===== src/hdl/yhd_pkg.sv =====
package yhd_pkg;

    // Item codes on the input channel.
    localparam logic [1:0] CMD_VELOCITY = 2'd0;
    localparam logic [1:0] CMD_ENCODER  = 2'd1;
    localparam logic [1:0] CMD_TICK     = 2'd2;

    // Register indexes of the configuration port.
    localparam logic [2:0] CFG_GAIN_PROP     = 3'd0;
    localparam logic [2:0] CFG_GAIN_INTEGRAL = 3'd1;
    localparam logic [2:0] CFG_GAIN_DERIV    = 3'd2;
    localparam logic [2:0] CFG_TURN_LIMIT    = 3'd3;
    localparam logic [2:0] CFG_TIMEOUT       = 3'd4;
    localparam logic [2:0] CFG_BASE_ADDR     = 3'd5;

    localparam int CFG_DATA_W = 16;
    localparam int FRAC_BITS_DEFAULT = 12;

    // Division of the error by twenty, rounded: (|err| + 10) * 52429 >> 20.
    localparam int          DIV_ROUND   = 10;
    localparam logic [15:0] RECIP_20    = 16'd52429;
    localparam int          RECIP_SHIFT = 20;
    localparam int          DELTA_W     = 12;

    // Width of the correction sum before the fraction bits are dropped.
    localparam int CORR_SUM_W = 40;

    // Packet constants of the motor driver protocol.
    localparam logic [7:0] PKT_HEADER = 8'h55;
    localparam logic [7:0] SPEED_MAX  = 8'hFF;
    localparam int         SPEED_GAIN = 50;
    localparam int         SPEED_STOP = 127;

    typedef struct packed {
        logic [1:0]         cmd;
        logic signed [15:0] linear_speed;
        logic signed [15:0] angular_speed;
        logic signed [15:0] measured_yaw_rate;
    } t_in_item;

    typedef struct packed {
        logic [7:0] header_byte;
        logic [3:0] address_byte;
        logic [7:0] speed_byte;
        logic [7:0] checksum_byte;
        logic       right_motor;
        logic       last;
    } t_out_item;

    typedef struct packed {
        logic signed [15:0] gain_prop;
        logic signed [15:0] gain_integral;
        logic signed [15:0] gain_deriv;
        logic [14:0]        straight_turn_limit;
        logic [7:0]         timeout_ticks;
        logic [2:0]         motor_base_address;
    } t_cfg;

    localparam t_cfg CFG_RESET = '{
        gain_prop:           16'sd1229,
        gain_integral:       16'sd205,
        gain_deriv:          16'sd82,
        straight_turn_limit: 15'd205,
        timeout_ticks:       8'd10,
        motor_base_address:  3'd0
    };

    // Control flags that travel down the pipeline with each item.
    typedef struct packed {
        logic tick;
        logic pid;
    } t_ctl;

endpackage


===== src/hdl/yhd_front.sv =====
module yhd_front #(
    parameter int FRAC_BITS = yhd_pkg::FRAC_BITS_DEFAULT
) (
    input  logic                        i_clk,
    input  logic                        i_rst_n,
    input  logic                        i_en,
    input  logic                        i_valid,
    input  yhd_pkg::t_in_item           i_item,
    input  yhd_pkg::t_cfg               i_cfg,
    output yhd_pkg::t_ctl               o_ctl,
    output logic signed [15:0]          o_lin,
    output logic signed [15:0]          o_ang,
    output logic signed [15:0]          o_err,
    output logic signed [FRAC_BITS+1:0] o_integ,
    output logic signed [16:0]          o_diff
);

    localparam int INT_W   = FRAC_BITS + 2;
    localparam int DELTA_W = yhd_pkg::DELTA_W;
    localparam int IACC_W  = ((INT_W > DELTA_W) ? INT_W : DELTA_W) + 1;
    localparam logic [16:0] LIN_MIN = 17'(((1 << FRAC_BITS) + 50) / 100);
    localparam logic signed [IACC_W-1:0] ONE_POS = IACC_W'(1 << FRAC_BITS);
    localparam logic signed [IACC_W-1:0] ONE_NEG = -ONE_POS;

    logic signed [15:0]       r_held_lin;
    logic signed [15:0]       r_held_ang;
    logic signed [15:0]       r_held_yaw;
    logic                     r_seen;
    logic [7:0]               r_ticks;
    logic signed [INT_W-1:0]  r_integ;
    logic signed [15:0]       r_prev;

    logic                     go;
    logic                     tick_go;
    logic [7:0]               n_ticks;
    logic                     timeout;
    logic signed [16:0]       lin_ext;
    logic signed [16:0]       ang_ext;
    logic [16:0]              abs_lin;
    logic [16:0]              abs_ang;
    logic                     pid_on;
    logic signed [15:0]       err;
    logic [15:0]              mag;
    logic [15:0]              rnd;
    logic [31:0]              quot_prod;
    logic [DELTA_W-1:0]       quot;
    logic signed [DELTA_W-1:0] delta;
    logic signed [IACC_W-1:0] iacc;
    logic signed [IACC_W-1:0] iclamp;
    logic signed [INT_W-1:0]  integ_new;
    logic signed [16:0]       diff;

    assign go      = i_en && i_valid;
    assign tick_go = go && (i_item.cmd == yhd_pkg::CMD_TICK);

    always_comb begin
        n_ticks = (r_ticks == 8'hFF) ? r_ticks : r_ticks + 8'd1;
        timeout = n_ticks > i_cfg.timeout_ticks;

        lin_ext = 17'(r_held_lin);
        ang_ext = 17'(r_held_ang);
        abs_lin = lin_ext[16] ? 17'(-lin_ext) : 17'(lin_ext);
        abs_ang = ang_ext[16] ? 17'(-ang_ext) : 17'(ang_ext);
        pid_on  = (abs_lin > LIN_MIN) && (abs_ang < {2'b00, i_cfg.straight_turn_limit})
                  && r_seen && !timeout;

        // The error is the negated yaw rate; the most negative rate saturates.
        err = (r_held_yaw == 16'sh8000) ? 16'sh7FFF : -r_held_yaw;
        mag = err[15] ? 16'(-err) : 16'(err);
        rnd = mag + 16'(yhd_pkg::DIV_ROUND);
        quot_prod = 32'(rnd) * 32'(yhd_pkg::RECIP_20);
        quot  = quot_prod[yhd_pkg::RECIP_SHIFT +: DELTA_W];
        delta = err[15] ? -$signed(quot) : $signed(quot);

        iacc = IACC_W'(r_integ) + IACC_W'(delta);
        if (iacc > ONE_POS) begin
            iclamp = ONE_POS;
        end else if (iacc < ONE_NEG) begin
            iclamp = ONE_NEG;
        end else begin
            iclamp = iacc;
        end
        integ_new = INT_W'(iclamp);

        diff = 17'(err) - 17'(r_prev);
    end

    always_ff @(posedge i_clk) begin
        if (!i_rst_n) begin
            r_held_lin <= '0;
            r_held_ang <= '0;
            r_held_yaw <= '0;
            r_seen     <= 1'b0;
            r_ticks    <= '0;
            r_integ    <= '0;
            r_prev     <= '0;
        end else if (go) begin
            unique case (i_item.cmd)
                yhd_pkg::CMD_VELOCITY: begin
                    r_held_lin <= i_item.linear_speed;
                    r_held_ang <= i_item.angular_speed;
                    r_ticks    <= '0;
                end
                yhd_pkg::CMD_ENCODER: begin
                    r_held_yaw <= i_item.measured_yaw_rate;
                    r_seen     <= 1'b1;
                end
                yhd_pkg::CMD_TICK: begin
                    r_ticks <= n_ticks;
                    if (pid_on) begin
                        r_integ <= integ_new;
                        r_prev  <= err;
                    end else begin
                        r_integ <= '0;
                        r_prev  <= '0;
                    end
                end
                default: begin
                end
            endcase
        end
    end

    always_ff @(posedge i_clk) begin
        if (!i_rst_n) begin
            o_ctl <= '0;
        end else if (i_en) begin
            o_ctl.tick <= tick_go;
            o_ctl.pid  <= pid_on;
        end
    end

    always_ff @(posedge i_clk) begin
        if (i_en) begin
            o_lin   <= timeout ? 16'sd0 : r_held_lin;
            o_ang   <= timeout ? 16'sd0 : r_held_ang;
            o_err   <= err;
            o_integ <= integ_new;
            o_diff  <= diff;
        end
    end

    a_pid_clear: assert property (@(posedge i_clk) disable iff (!i_rst_n)
        tick_go && !pid_on |=> (r_integ == '0) && (r_prev == '0))
        else $error("PID state not cleared after a tick without correction");

    a_tick_counts: assert property (@(posedge i_clk) disable iff (!i_rst_n)
        tick_go |=> r_ticks != 8'd0)
        else $error("tick counter did not advance");

endmodule


===== src/hdl/yhd_mult.sv =====
module yhd_mult #(
    parameter int FRAC_BITS = yhd_pkg::FRAC_BITS_DEFAULT
) (
    input  logic                          i_clk,
    input  logic                          i_rst_n,
    input  logic                          i_en,
    input  yhd_pkg::t_ctl                 i_ctl,
    input  logic signed [15:0]            i_lin,
    input  logic signed [15:0]            i_ang,
    input  logic signed [15:0]            i_err,
    input  logic signed [FRAC_BITS+1:0]   i_integ,
    input  logic signed [16:0]            i_diff,
    input  yhd_pkg::t_cfg                 i_cfg,
    output yhd_pkg::t_ctl                 o_ctl,
    output logic signed [15:0]            o_lin,
    output logic signed [15:0]            o_ang,
    output logic signed [31:0]            o_p_kp,
    output logic signed [FRAC_BITS+17:0]  o_p_ki,
    output logic signed [32:0]            o_p_kd
);

    localparam int KI_W = FRAC_BITS + 18;

    logic signed [31:0]     m_kp;
    logic signed [KI_W-1:0] m_ki;
    logic signed [32:0]     m_kd;

    // Three independent products; the derivative factor of twenty comes later.
    assign m_kp = 32'(i_cfg.gain_prop) * 32'(i_err);
    assign m_ki = KI_W'(i_cfg.gain_integral) * KI_W'(i_integ);
    assign m_kd = 33'(i_cfg.gain_deriv) * 33'(i_diff);

    always_ff @(posedge i_clk) begin
        if (!i_rst_n) begin
            o_ctl <= '0;
        end else if (i_en) begin
            o_ctl <= i_ctl;
        end
    end

    always_ff @(posedge i_clk) begin
        if (i_en) begin
            o_lin  <= i_lin;
            o_ang  <= i_ang;
            o_p_kp <= m_kp;
            o_p_ki <= m_ki;
            o_p_kd <= m_kd;
        end
    end

endmodule


===== src/hdl/yhd_mix.sv =====
module yhd_mix #(
    parameter int FRAC_BITS = yhd_pkg::FRAC_BITS_DEFAULT
) (
    input  logic                                          i_clk,
    input  logic                                          i_rst_n,
    input  logic                                          i_en,
    input  yhd_pkg::t_ctl                                 i_ctl,
    input  logic signed [15:0]                            i_lin,
    input  logic signed [15:0]                            i_ang,
    input  logic signed [31:0]                            i_p_kp,
    input  logic signed [FRAC_BITS+17:0]                  i_p_ki,
    input  logic signed [32:0]                            i_p_kd,
    output logic                                          o_tick,
    output logic signed [15:0]                            o_v,
    output logic signed [yhd_pkg::CORR_SUM_W-FRAC_BITS:0] o_w
);

    localparam int SUM_W  = yhd_pkg::CORR_SUM_W;
    localparam int CORR_W = SUM_W - FRAC_BITS;
    localparam int W_W    = CORR_W + 1;
    localparam logic signed [SUM_W-1:0] ROUND = SUM_W'(1 << (FRAC_BITS - 1));

    logic signed [SUM_W-1:0]  kd_x;
    logic signed [SUM_W-1:0]  sum;
    logic signed [CORR_W-1:0] corr;
    logic signed [W_W-1:0]    w;

    always_comb begin
        kd_x = SUM_W'(i_p_kd);
        sum  = SUM_W'(i_p_kp) + SUM_W'(i_p_ki) + (kd_x <<< 4) + (kd_x <<< 2) + ROUND;
        // Dropping the fraction bits of a two's complement value rounds down.
        corr = $signed(sum[SUM_W-1:FRAC_BITS]);
        w    = i_ctl.pid ? W_W'(i_ang) + W_W'(corr) : W_W'(i_ang);
    end

    always_ff @(posedge i_clk) begin
        if (!i_rst_n) begin
            o_tick <= 1'b0;
        end else if (i_en) begin
            o_tick <= i_ctl.tick;
        end
    end

    always_ff @(posedge i_clk) begin
        if (i_en) begin
            o_v <= i_lin;
            o_w <= w;
        end
    end

endmodule


===== src/hdl/yhd_pack.sv =====
module yhd_pack #(
    parameter int FRAC_BITS = yhd_pkg::FRAC_BITS_DEFAULT
) (
    input  logic                                          i_clk,
    input  logic                                          i_rst_n,
    input  logic                                          i_tick,
    input  logic signed [15:0]                            i_v,
    input  logic signed [yhd_pkg::CORR_SUM_W-FRAC_BITS:0] i_w,
    input  logic [2:0]                                    i_base,
    input  logic                                          i_out_stall,
    output logic                                          o_out_valid,
    output yhd_pkg::t_out_item                            o_out_item,
    output logic                                          o_load_ok
);

    localparam int W_W = yhd_pkg::CORR_SUM_W - FRAC_BITS + 1;
    localparam int S_W = W_W + 1;
    localparam int X_W = S_W + 7;
    localparam int T_W = X_W - FRAC_BITS;
    localparam logic signed [X_W-1:0] OFFSET = X_W'(yhd_pkg::SPEED_STOP << FRAC_BITS);
    localparam logic signed [X_W-1:0] BIAS   = X_W'((1 << FRAC_BITS) - 1);

    logic       r_ov;
    logic       r_right;
    logic [7:0] r_spd_l;
    logic [7:0] r_spd_r;

    logic signed [S_W-1:0] s_l;
    logic signed [S_W-1:0] s_r;
    logic                  load;
    logic [3:0]            addr;
    logic [7:0]            spd;

    // Speed byte: fifty times the wheel speed plus the stop code, rounded
    // toward zero and clamped to a byte.
    function automatic logic [7:0] speed_of(input logic signed [S_W-1:0] s);
        logic signed [X_W-1:0] xs;
        logic signed [X_W-1:0] x;
        logic signed [X_W-1:0] xb;
        logic signed [T_W-1:0] t;
        xs = X_W'(s);
        x  = (xs <<< 5) + (xs <<< 4) + (xs <<< 1) + OFFSET;
        xb = x[X_W-1] ? x + BIAS : x;
        t  = $signed(xb[X_W-1:FRAC_BITS]);
        if (t[T_W-1]) begin
            speed_of = 8'd0;
        end else if (|t[T_W-2:8]) begin
            speed_of = yhd_pkg::SPEED_MAX;
        end else begin
            speed_of = t[7:0];
        end
    endfunction

    assign s_l = S_W'(i_v) - S_W'(i_w);
    assign s_r = S_W'(i_v) + S_W'(i_w);

    // A new pair may enter once the register is empty or its right packet leaves.
    assign o_load_ok = !r_ov || (r_right && !i_out_stall);
    assign load      = o_load_ok && i_tick;

    always_ff @(posedge i_clk) begin
        if (!i_rst_n) begin
            r_ov    <= 1'b0;
            r_right <= 1'b0;
        end else if (load) begin
            r_ov    <= 1'b1;
            r_right <= 1'b0;
        end else if (r_ov && !i_out_stall) begin
            if (r_right) begin
                r_ov <= 1'b0;
            end else begin
                r_right <= 1'b1;
            end
        end
    end

    always_ff @(posedge i_clk) begin
        if (load) begin
            r_spd_l <= speed_of(s_l);
            r_spd_r <= speed_of(s_r);
        end
    end

    always_comb begin
        addr = {r_right, i_base};
        spd  = r_right ? r_spd_r : r_spd_l;
        o_out_item.header_byte   = yhd_pkg::PKT_HEADER;
        o_out_item.address_byte  = addr;
        o_out_item.speed_byte    = spd;
        o_out_item.checksum_byte = yhd_pkg::PKT_HEADER + {4'b0000, addr} + spd;
        o_out_item.right_motor   = r_right;
        o_out_item.last          = r_right;
    end

    assign o_out_valid = r_ov;

    a_left_then_right: assert property (@(posedge i_clk) disable iff (!i_rst_n)
        r_ov && !r_right |=> r_ov)
        else $error("left packet not followed by a right packet");

    a_right_after_left: assert property (@(posedge i_clk) disable iff (!i_rst_n)
        r_ov && !r_right && !i_out_stall |=> r_ov && r_right)
        else $error("right packet missing after the left one was taken");

    a_load_starts_left: assert property (@(posedge i_clk) disable iff (!i_rst_n)
        load |=> r_ov && !r_right)
        else $error("new pair did not start with the left packet");

    a_drain: assert property (@(posedge i_clk) disable iff (!i_rst_n)
        r_ov && r_right && !i_out_stall && !i_tick |=> !r_ov)
        else $error("output register not emptied after the right packet");

endmodule


===== src/hdl/yaw_hold_diff_drive_packetizer.sv =====
// Yaw-hold differential drive packetizer.
//
// Input channel (i_in_valid / o_in_stall, payload i_in_item): a velocity
// command stores the linear and turn speeds, an encoder item stores the
// measured yaw rate, a control tick produces a pair of motor packets.
// Output channel (o_out_valid / i_out_stall, payload o_out_item): for every
// tick the left packet and then the right packet, the right one marked last.
// Configuration is a plain write port (i_cfg_we, i_cfg_idx, i_cfg_data) and
// must only be used while no transaction is in flight.
//
// Path: the left packet of a tick passes the input register, the front, mult
// and mix stage registers and the output register; the right packet follows
// once the left one is taken. A tick holds the pipeline until both packets
// leave the single output register, one packet a cycle while the receiver
// does not stall; velocity and encoder transactions do not hold it.
//
// Reset clears the held speeds, the yaw rate, the seen flag, the tick counter
// and the PID state, and loads the default gains and limits. When the receiver
// stalls, the output register holds its packet and the whole pipeline freezes,
// which raises o_in_stall in the same cycle.
module yaw_hold_diff_drive_packetizer #(
    parameter int FRAC_BITS = yhd_pkg::FRAC_BITS_DEFAULT
) (
    input  logic                            i_clk,
    input  logic                            i_rst_n,
    input  logic                            i_in_valid,
    output logic                            o_in_stall,
    input  yhd_pkg::t_in_item               i_in_item,
    output logic                            o_out_valid,
    input  logic                            i_out_stall,
    output yhd_pkg::t_out_item              o_out_item,
    input  logic                            i_cfg_we,
    input  logic [2:0]                      i_cfg_idx,
    input  logic [yhd_pkg::CFG_DATA_W-1:0]  i_cfg_data
);

    localparam int INT_W = FRAC_BITS + 2;
    localparam int KI_W  = FRAC_BITS + 18;
    localparam int W_W   = yhd_pkg::CORR_SUM_W - FRAC_BITS + 1;

    yhd_pkg::t_cfg     r_cfg;
    logic              r_in_valid;
    yhd_pkg::t_in_item r_in_item;

    // One enable moves every stage; it falls only while a packet pair is
    // still waiting in the output register.
    logic en;

    yhd_pkg::t_ctl           s1_ctl;
    logic signed [15:0]      s1_lin;
    logic signed [15:0]      s1_ang;
    logic signed [15:0]      s1_err;
    logic signed [INT_W-1:0] s1_integ;
    logic signed [16:0]      s1_diff;

    yhd_pkg::t_ctl           s2_ctl;
    logic signed [15:0]      s2_lin;
    logic signed [15:0]      s2_ang;
    logic signed [31:0]      s2_p_kp;
    logic signed [KI_W-1:0]  s2_p_ki;
    logic signed [32:0]      s2_p_kd;

    logic                    s3_tick;
    logic signed [15:0]      s3_v;
    logic signed [W_W-1:0]   s3_w;

    // Configuration registers; an index beyond the list is ignored.
    always_ff @(posedge i_clk) begin
        if (!i_rst_n) begin
            r_cfg <= yhd_pkg::CFG_RESET;
        end else if (i_cfg_we) begin
            unique case (i_cfg_idx)
                yhd_pkg::CFG_GAIN_PROP:     r_cfg.gain_prop <= $signed(i_cfg_data);
                yhd_pkg::CFG_GAIN_INTEGRAL: r_cfg.gain_integral <= $signed(i_cfg_data);
                yhd_pkg::CFG_GAIN_DERIV:    r_cfg.gain_deriv <= $signed(i_cfg_data);
                yhd_pkg::CFG_TURN_LIMIT:    r_cfg.straight_turn_limit <= i_cfg_data[14:0];
                yhd_pkg::CFG_TIMEOUT:       r_cfg.timeout_ticks <= i_cfg_data[7:0];
                yhd_pkg::CFG_BASE_ADDR:     r_cfg.motor_base_address <= i_cfg_data[2:0];
                default: begin
                end
            endcase
        end
    end

    assign o_in_stall = !en;

    // Input register: a transaction lands here and is then processed against the
    // held state by the front stage.
    always_ff @(posedge i_clk) begin
        if (!i_rst_n) begin
            r_in_valid <= 1'b0;
        end else if (en) begin
            r_in_valid <= i_in_valid;
        end
    end

    always_ff @(posedge i_clk) begin
        if (en) begin
            r_in_item <= i_in_item;
        end
    end

    yhd_front #(.FRAC_BITS(FRAC_BITS)) u_front (
        .i_clk   (i_clk),
        .i_rst_n (i_rst_n),
        .i_en    (en),
        .i_valid (r_in_valid),
        .i_item  (r_in_item),
        .i_cfg   (r_cfg),
        .o_ctl   (s1_ctl),
        .o_lin   (s1_lin),
        .o_ang   (s1_ang),
        .o_err   (s1_err),
        .o_integ (s1_integ),
        .o_diff  (s1_diff)
    );

    yhd_mult #(.FRAC_BITS(FRAC_BITS)) u_mult (
        .i_clk   (i_clk),
        .i_rst_n (i_rst_n),
        .i_en    (en),
        .i_ctl   (s1_ctl),
        .i_lin   (s1_lin),
        .i_ang   (s1_ang),
        .i_err   (s1_err),
        .i_integ (s1_integ),
        .i_diff  (s1_diff),
        .i_cfg   (r_cfg),
        .o_ctl   (s2_ctl),
        .o_lin   (s2_lin),
        .o_ang   (s2_ang),
        .o_p_kp  (s2_p_kp),
        .o_p_ki  (s2_p_ki),
        .o_p_kd  (s2_p_kd)
    );

    yhd_mix #(.FRAC_BITS(FRAC_BITS)) u_mix (
        .i_clk   (i_clk),
        .i_rst_n (i_rst_n),
        .i_en    (en),
        .i_ctl   (s2_ctl),
        .i_lin   (s2_lin),
        .i_ang   (s2_ang),
        .i_p_kp  (s2_p_kp),
        .i_p_ki  (s2_p_ki),
        .i_p_kd  (s2_p_kd),
        .o_tick  (s3_tick),
        .o_v     (s3_v),
        .o_w     (s3_w)
    );

    yhd_pack #(.FRAC_BITS(FRAC_BITS)) u_pack (
        .i_clk       (i_clk),
        .i_rst_n     (i_rst_n),
        .i_tick      (s3_tick),
        .i_v         (s3_v),
        .i_w         (s3_w),
        .i_base      (r_cfg.motor_base_address),
        .i_out_stall (i_out_stall),
        .o_out_valid (o_out_valid),
        .o_out_item  (o_out_item),
        .o_load_ok   (en)
    );

endmodule


===== config.mk =====
export PLATFORM = sky130hd
export DESIGN_NAME = yaw_hold_diff_drive_packetizer
export DESIGN_NICKNAME = d
export VERILOG_FILES = /design/src/hdl/yhd_pkg.sv /design/src/hdl/yhd_front.sv /design/src/hdl/yhd_mult.sv /design/src/hdl/yhd_mix.sv /design/src/hdl/yhd_pack.sv /design/src/hdl/yaw_hold_diff_drive_packetizer.sv
export SDC_FILE = /design/constraint.sdc
export NUM_CORES = 2
export LEC_CHECK = 0
export BUFFER_PORTS_ARGS = -buffer_cell sky130_fd_sc_hd__buf_4
export CAP_MARGIN = 25
export CORE_UTILIZATION = 50
export DETAILED_ROUTE_END_ITERATION = 10
export HOLD_SLACK_MARGIN = 0.03
export PLACE_DENSITY = 0.66
export SETUP_SLACK_MARGIN = 0.3
export SLEW_MARGIN = 20
export SYNTH_ARGS = -nofsm -noshare
export SYNTH_HDL_FRONTEND = slang
export SYNTH_SLANG_ARGS = --single-unit

===== constraint.sdc =====
create_clock -name i_clk -period 30.9 [get_ports i_clk]
set_input_delay 6.18 -clock i_clk [delete_from_list [all_inputs] [get_ports i_clk]]
set_output_delay 6.18 -clock i_clk [all_outputs]
set_load 0.02 [all_outputs]

Word-level counts from Yosys, hierarchy flattened. Cells that the tools add are included.

Logic and storage cells: 136. Register bits: 486.

$mul: 4. Equal/unequal tests: 9. Bitwise gates (word level): 1. Multiplexer cells: 20. Order comparisons: 5. $add $sub $neg: 26. Reduce and logical (&&, ||, !) cells: 32.

Operators by type and width (number): $add 36x31->37 (2); $add 37x13->37 const B (2); $add 37x20->37 const B (2); $mux 37 (2); $add 35x34->36 (2); $mux 16 (3); $mux 14 (3); $add 40x13->40 const B (1); $add 40x35->40 (1); $add 33x37->38 (1); $mux 17 (2); $neg 16->17 (2); $add 32x30->33 (1); $mul 16x17->33 (1); $mul 16x16->32 (1); $mul 16x16->32 const B (1); $mux 8 (4); $neg 16->16 (2); $reduce_or 16->1 (2); $add 16x29->30 (1); $mul 16x14->30 (1); $sub 16x29->30 (1); $add 16x28->29 (1); $mux 29 (1); 31 further kinds (57).

Logic depth before layout (Yosys ltp).
Word-level depth: 13. Depth in mapped cells: 54.

Modules after synthesis. A second synthesis with hierarchy kept.

Cell total of the unflattened synthesis: 7675. Area total of the unflattened synthesis: 71152.0 µm².

Modules (own cells, without submodules): yhd_mult (cells an instance 3342, sequential area each 3853.7 µm², area an instance 32661.3 µm², instances 1); yhd_front (cells an instance 1620, sequential area each 4154.0 µm², area an instance 14929.3 µm², instances 1); yhd_pack (cells an instance 1605, sequential area each 520.5 µm², area an instance 11866.4 µm², instances 1); yhd_mix (cells an instance 782, sequential area each 1371.3 µm², area an instance 7322.0 µm², instances 1); yaw_hold_diff_drive_packetizer (cells an instance 326, sequential area each 3002.9 µm², area an instance 4372.9 µm², instances 1).

Worst setup path before layout. Ideal clock, no wire load.

Path kind: in2out. Start point: input port i_out_stall. End point: output port o_in_stall. Path slack: 0.133 ns. Required time: 24.720 ns. Data arrival time: 24.587 ns. Cell stages on the path: 2. Path through: o21ai_1 clkinv_1.

Longest elaborated chain between the ends: 4.

Ends and longest elaborated chain: from (decl) (RTL line yaw_hold_diff_drive_packetizer.sv:30) `input logic i_out_stall,`; $logic_not 1->1 (RTL line yhd_pack.sv:58) `assign o_load_ok = !r_ov || (r_right && !i_out_stall);`; $logic_and 1x1->1 (RTL line yhd_pack.sv:58); $logic_or 1x1->1 (RTL line yhd_pack.sv:58); $logic_not 1->1 (RTL line yaw_hold_diff_drive_packetizer.sv:85) `assign o_in_stall = !en;`; to (decl) (RTL line yaw_hold_diff_drive_packetizer.sv:27) `output logic o_in_stall,`.

Every way passes these cells.

Worst setup path after layout.
Start point: register u_front.r_held_yaw[4]. End point: register u_front.r_integ[4].

Longest elaborated chain between the ends: 13.

Ends and longest elaborated chain: from (decl) (RTL line yhd_front.sv:27) `logic signed [15:0] r_held_yaw;`; from (signal assigned) (RTL line yhd_front.sv:105) `r_held_yaw <= i_item.measured_yaw_rate;`; $neg 16->16 or $eq 16x16->1 (tied branches) (RTL line yhd_front.sv:68) `err = (r_held_yaw == 16'sh8000) ? 16'sh7FFF : -r_held_yaw;`; $mux 16 (*) (RTL line yhd_front.sv:68); $neg 16->16 (RTL line yhd_front.sv:69) `mag = err[15] ? 16'(-err) : 16'(err);`; $mux 16 (RTL line yhd_front.sv:69); $add 16x4->16 (RTL line yhd_front.sv:70) `rnd = mag + 16'(yhd_pkg::DIV_ROUND);`; $mul 16x16->32 (RTL line yhd_front.sv:71) `quot_prod = 32'(rnd) * 32'(yhd_pkg::RECIP_20);`; $neg 12->12 (RTL line yhd_front.sv:73) `delta = err[15] ? -$signed(quot) : $signed(quot);`; $mux 12 (*) (RTL line yhd_front.sv:73); $add 14x12->15 (*) (RTL line yhd_front.sv:75) `iacc = IACC_W'(r_integ) + IACC_W'(delta);`; $lt 15x13->1 (RTL line yhd_front.sv:78) `end else if (iacc < ONE_NEG) begin`; $mux 14 (RTL line yhd_front.sv:78); $mux 14 (*) (RTL line yhd_front.sv:76) `if (iacc > ONE_POS) begin`; $mux 14 (*) (RTL line yhd_front.sv:110) `if (pid_on) begin`; to (signal assigned) (RTL line yhd_front.sv:111) `r_integ <= integ_new;`; to (decl) (RTL line yhd_front.sv:30) `logic signed [INT_W-1:0] r_integ;`.

Mark *: on every way between the ends. The rest lies on a longest branch, timed or not. A chain may end at the register's enable or synchronous reset.

==> results.txt <==
The run finished with clean final reports. The most used standard cell by instance count after synthesis is inv_1. The design area is around 73000 um^2. The total placed instance area came out at 71400 um^2. Clock latency on the worst-skew pair, taken at its later pin, is about 0.7 ns. The total detailed-routing wirelength came out at 179000 um.

The number of instances in the placed design came out at just over 9k. TritonCTS created 56 clock buffers. The CTS sink count came out at between 400 and 500.

The number of vias after detailed routing came out at about 50k. The remaining global-route overflow is 0. By startpoint and endpoint, the worst setup path is classified as flip-flop to flip-flop. The relative max-transition margin is between 20 and 30%. The buffers inserted during post-CTS setup optimization came out at 0.

On the worst path, the slowest cell contributes a delay of ~0.63 ns. The number of failing setup endpoints in the final timing report came out at 0. The synthesized design contains 486 register bits. Dividing the detail-routed via count by the number of cells gives between 5 and 6.

The post-synthesis average cell area came out at slightly above 9 um^2. In this run the biggest area consumer among cell types represents between 20% and 30% of the synthesized area. The number of hold violations in the final report came out at 0.

After synthesis, the cell types taking the most area are fa_1 (27%), edfxtp_1 (14%), ha_1 (14%). The top flip-flop cell by instance count after synthesis is edfxtp_1. The maximum clock insertion buffer count came out at 3. Ranked by instance count, the synthesized netlist is headed by inv_1 (1235), fa_1 (933), nand2_1 (891), ha_1 (753), and2_1 (353). The synthesized design spends more area on one cell type than any other, namely fa_1. between 100 and 150 I/O pins were placed. Across the routed clock network, the largest skew measured is 0.0274 ns. The worst path needs around 14 ns of the cycle, external delays included.

The worst hold path cell count came out at 0. Based on the critical path, the design can be clocked at up to 0.0712 GHz. The tree is rooted in a clkbuf_16. The slowest library cell on the worst path is xnor2_1.

The count of maximum capacitance violations is 0. The worst register-to-register path has a depth of 44. The die boundary width came out at between 300 and 400 um. The sequential element share of the synthesized area is between 10% and 20%.

Setup repair after global routing left no endpoint under its margin. Global routing consumed, over all layers together, between 20% and 30% of the routing resources. During synthesis, Yosys emitted a total of 0 warnings. The largest net degree at the start of global routing came out at 86. At the worst endpoint, the arrival time is about 15 ns. The maximum fanout count along the critical path is 17. The final worst-path cycle share came out at 45.4%. In this run the remaining antenna-violating nets after routing total 0.

The first TritonRoute pass finished after 6 iterations. The worst setup path is captured at a flip-flop. The number of buffers added on ports came out at 97. The CTS tree is yes. The die span in y is 373 um.

The most critical setup path has its startpoint at u_front.r_held_yaw[4]. The final weighted congestion in routability-driven placement came out at about 0.93. The deepest level of the CTS H-tree came out at 2. The total number of nets in the final design came out at 9123. The number of gates resized after CTS was 0. The number of violations reported at the end of detailed-routing iteration 0 is ~3.3k. The post-synthesis cell area is 69000 um^2. The proportion of synthesized flip-flops having asynchronous set or reset came out at 0%.

The floorplan has roughly 140 rows. The type of element launching the critical path is a flip-flop. The core region is about 140000 um^2. The die footprint came out at ~140000 um^2.

The number of global-route vias before repair came out at 52.0k. The worst hold path belongs to the class flip-flop to flip-flop. The number of standard cells in the layout, taps in and fillers out came out at 9192.

The number of pins with negative max-slew slack in the final report came out at 0. Once the floorplan was initialized, standard cells occupied between 50% and 60% of the core. The routed length per instance is just under 20 um.

For the pin with the worst max-slew slack, the measured transition is roughly 1.1 ns. The initial antenna violation count came out at 4. The number of hold buffers added after cts came out at 0. The total negative slack came out at 0 ns. The register clock-pin slew on the reported worst setup and hold paths is about 0.070 ns. The number of instances in the synthesized netlist is around 7.4k. In this run the critical register-to-register path is launched from u_front.r_held_yaw[4]. The relative area change from synthesis to final layout is 6.27%. The startpoint identified for the worst hold timing path is u_front.o_lin[3]. The required time of the critical path came out at around 31 ns. The remaining design rule violation count came out at 0.

The count of unique library cells instantiated by Yosys is 116. The final HPWL from detailed placement is between 100000 and 150000 um. In this run, synthesis inferred 317 flip-flops with an integrated enable. The first global-routing pass estimated 285000 um of wire. Of the cells placed in the final design, the portion with a size suffix greater than 1 is 4.79%.
-- metrics by stage --
step | setup WS (ns) | hold slack, ns | utilization [%]
after detailed placement | 17.00 | 0.405 | 52.4
after global placement | 17.26 | 0.401 | 52.4
after CTS | 16.89 | 0.402 | 53.8
after global routing | 15.88 | 0.417 | 53.8
after floorplan | 7.69 | 0.400 | -
final | 16.86 | 0.413 | 53.8
-- final timing paths --
| path | end | slack (ns) |
|---|---|---|
| min reg2reg | u_mult.o_lin[3] | 0.41 |
| max | u_front.r_integ[4] | 16.86 |
| min | u_mult.o_lin[3] | 0.41 |
| max reg2reg | u_front.r_integ[4] | 16.86 |
-- sequential cells by signal (all words and copies together), names as in the netlist, 2 cells and up --
register / cells
u_mix.o_v: 16
u_pack.r_spd_r: 8
r_cfg: 74
u_front.o_ctl: 2
u_mult.o_p_kd: 33
u_mult.o_ctl: 2
u_front.r_integ: 14
u_front.o_err: 16
u_front.o_ang: 16
u_mult.o_lin: 16
u_mult.o_p_ki: 30
u_mix.o_w: 29
u_front.o_lin: 16
u_front.o_integ: 14
u_front.r_held_ang: 16
u_front.o_diff: 17
u_pack.r_spd_l: 8
u_mult.o_ang: 16
r_in_item: 50
u_front.r_held_lin: 16
u_front.r_held_yaw: 16
u_mult.o_p_kp: 32
u_front.r_ticks: 8
u_front.r_prev: 16
-- worst max-delay path: cells and delay by family (launching register included) --
kind / cells / cell delay [ns]
adder cells (fa/ha/maj): 8 / 3.66
AND/OR/NAND/NOR: 11 / 3.58
AO/OA/AOI/OAI: 14 / 3.35
XOR/XNOR: 4 / 1.57
buffers and inverters: 6 / 0.90
multiplexers: 1 / 0.45
flip-flops: 1 / 0.38
-- layout make-up --
cell class	instances	area, um^2
fillers	12400	62800
multi-input cells	5435	50500
flip-flops and latches	486	12900
inverters	1236	4640
well taps	1781	2230
clock buffers	71	1490
repair buffers	148	1130
clock inverters	34	414
diodes	1	2.50
-- cell families after synthesis --
kind of cell,Yosys count,synth area share [%]
flops,486,18.7
other cells,2,0.0109
mux,41,0.635
fa+ha+maj,1686,40.7
simple gates,2149,15.3
buf+inv,1477,8.17
compound gates,1155,11.4
xor+xnor,396,5.05
-- cells in the final DEF (no fill, tap or decap), drive strengths merged, types with 181 or more instances in the layout --
| master | Yosys | final |
|---|---|---|
| ha | 753 | 753 |
| a21oi | 288 | 288 |
| nor2 | 272 | 272 |
| edfxtp | 317 | 317 |
| o21ai | 181 | 181 |
| xnor2 | 282 | 282 |
| nand2 | 891 | 891 |
| and2 | 356 | 356 |
| fa | 933 | 933 |
| inv | 1235 | 1240 |
-- metal layers --
layer  track usage, %  part of all wire (%)  up-vias
met2             44.5                    49     1277
met1             34.0                    43    25300
met4             7.97                   3.3        0
li1                 -                     -    24100
met3             3.23                   5.2      250
met5                0                     0        -
Power is left out: the tool's default activity adds up to more than one toggle a clock period on the data nets, which glitch-free logic cannot reach.
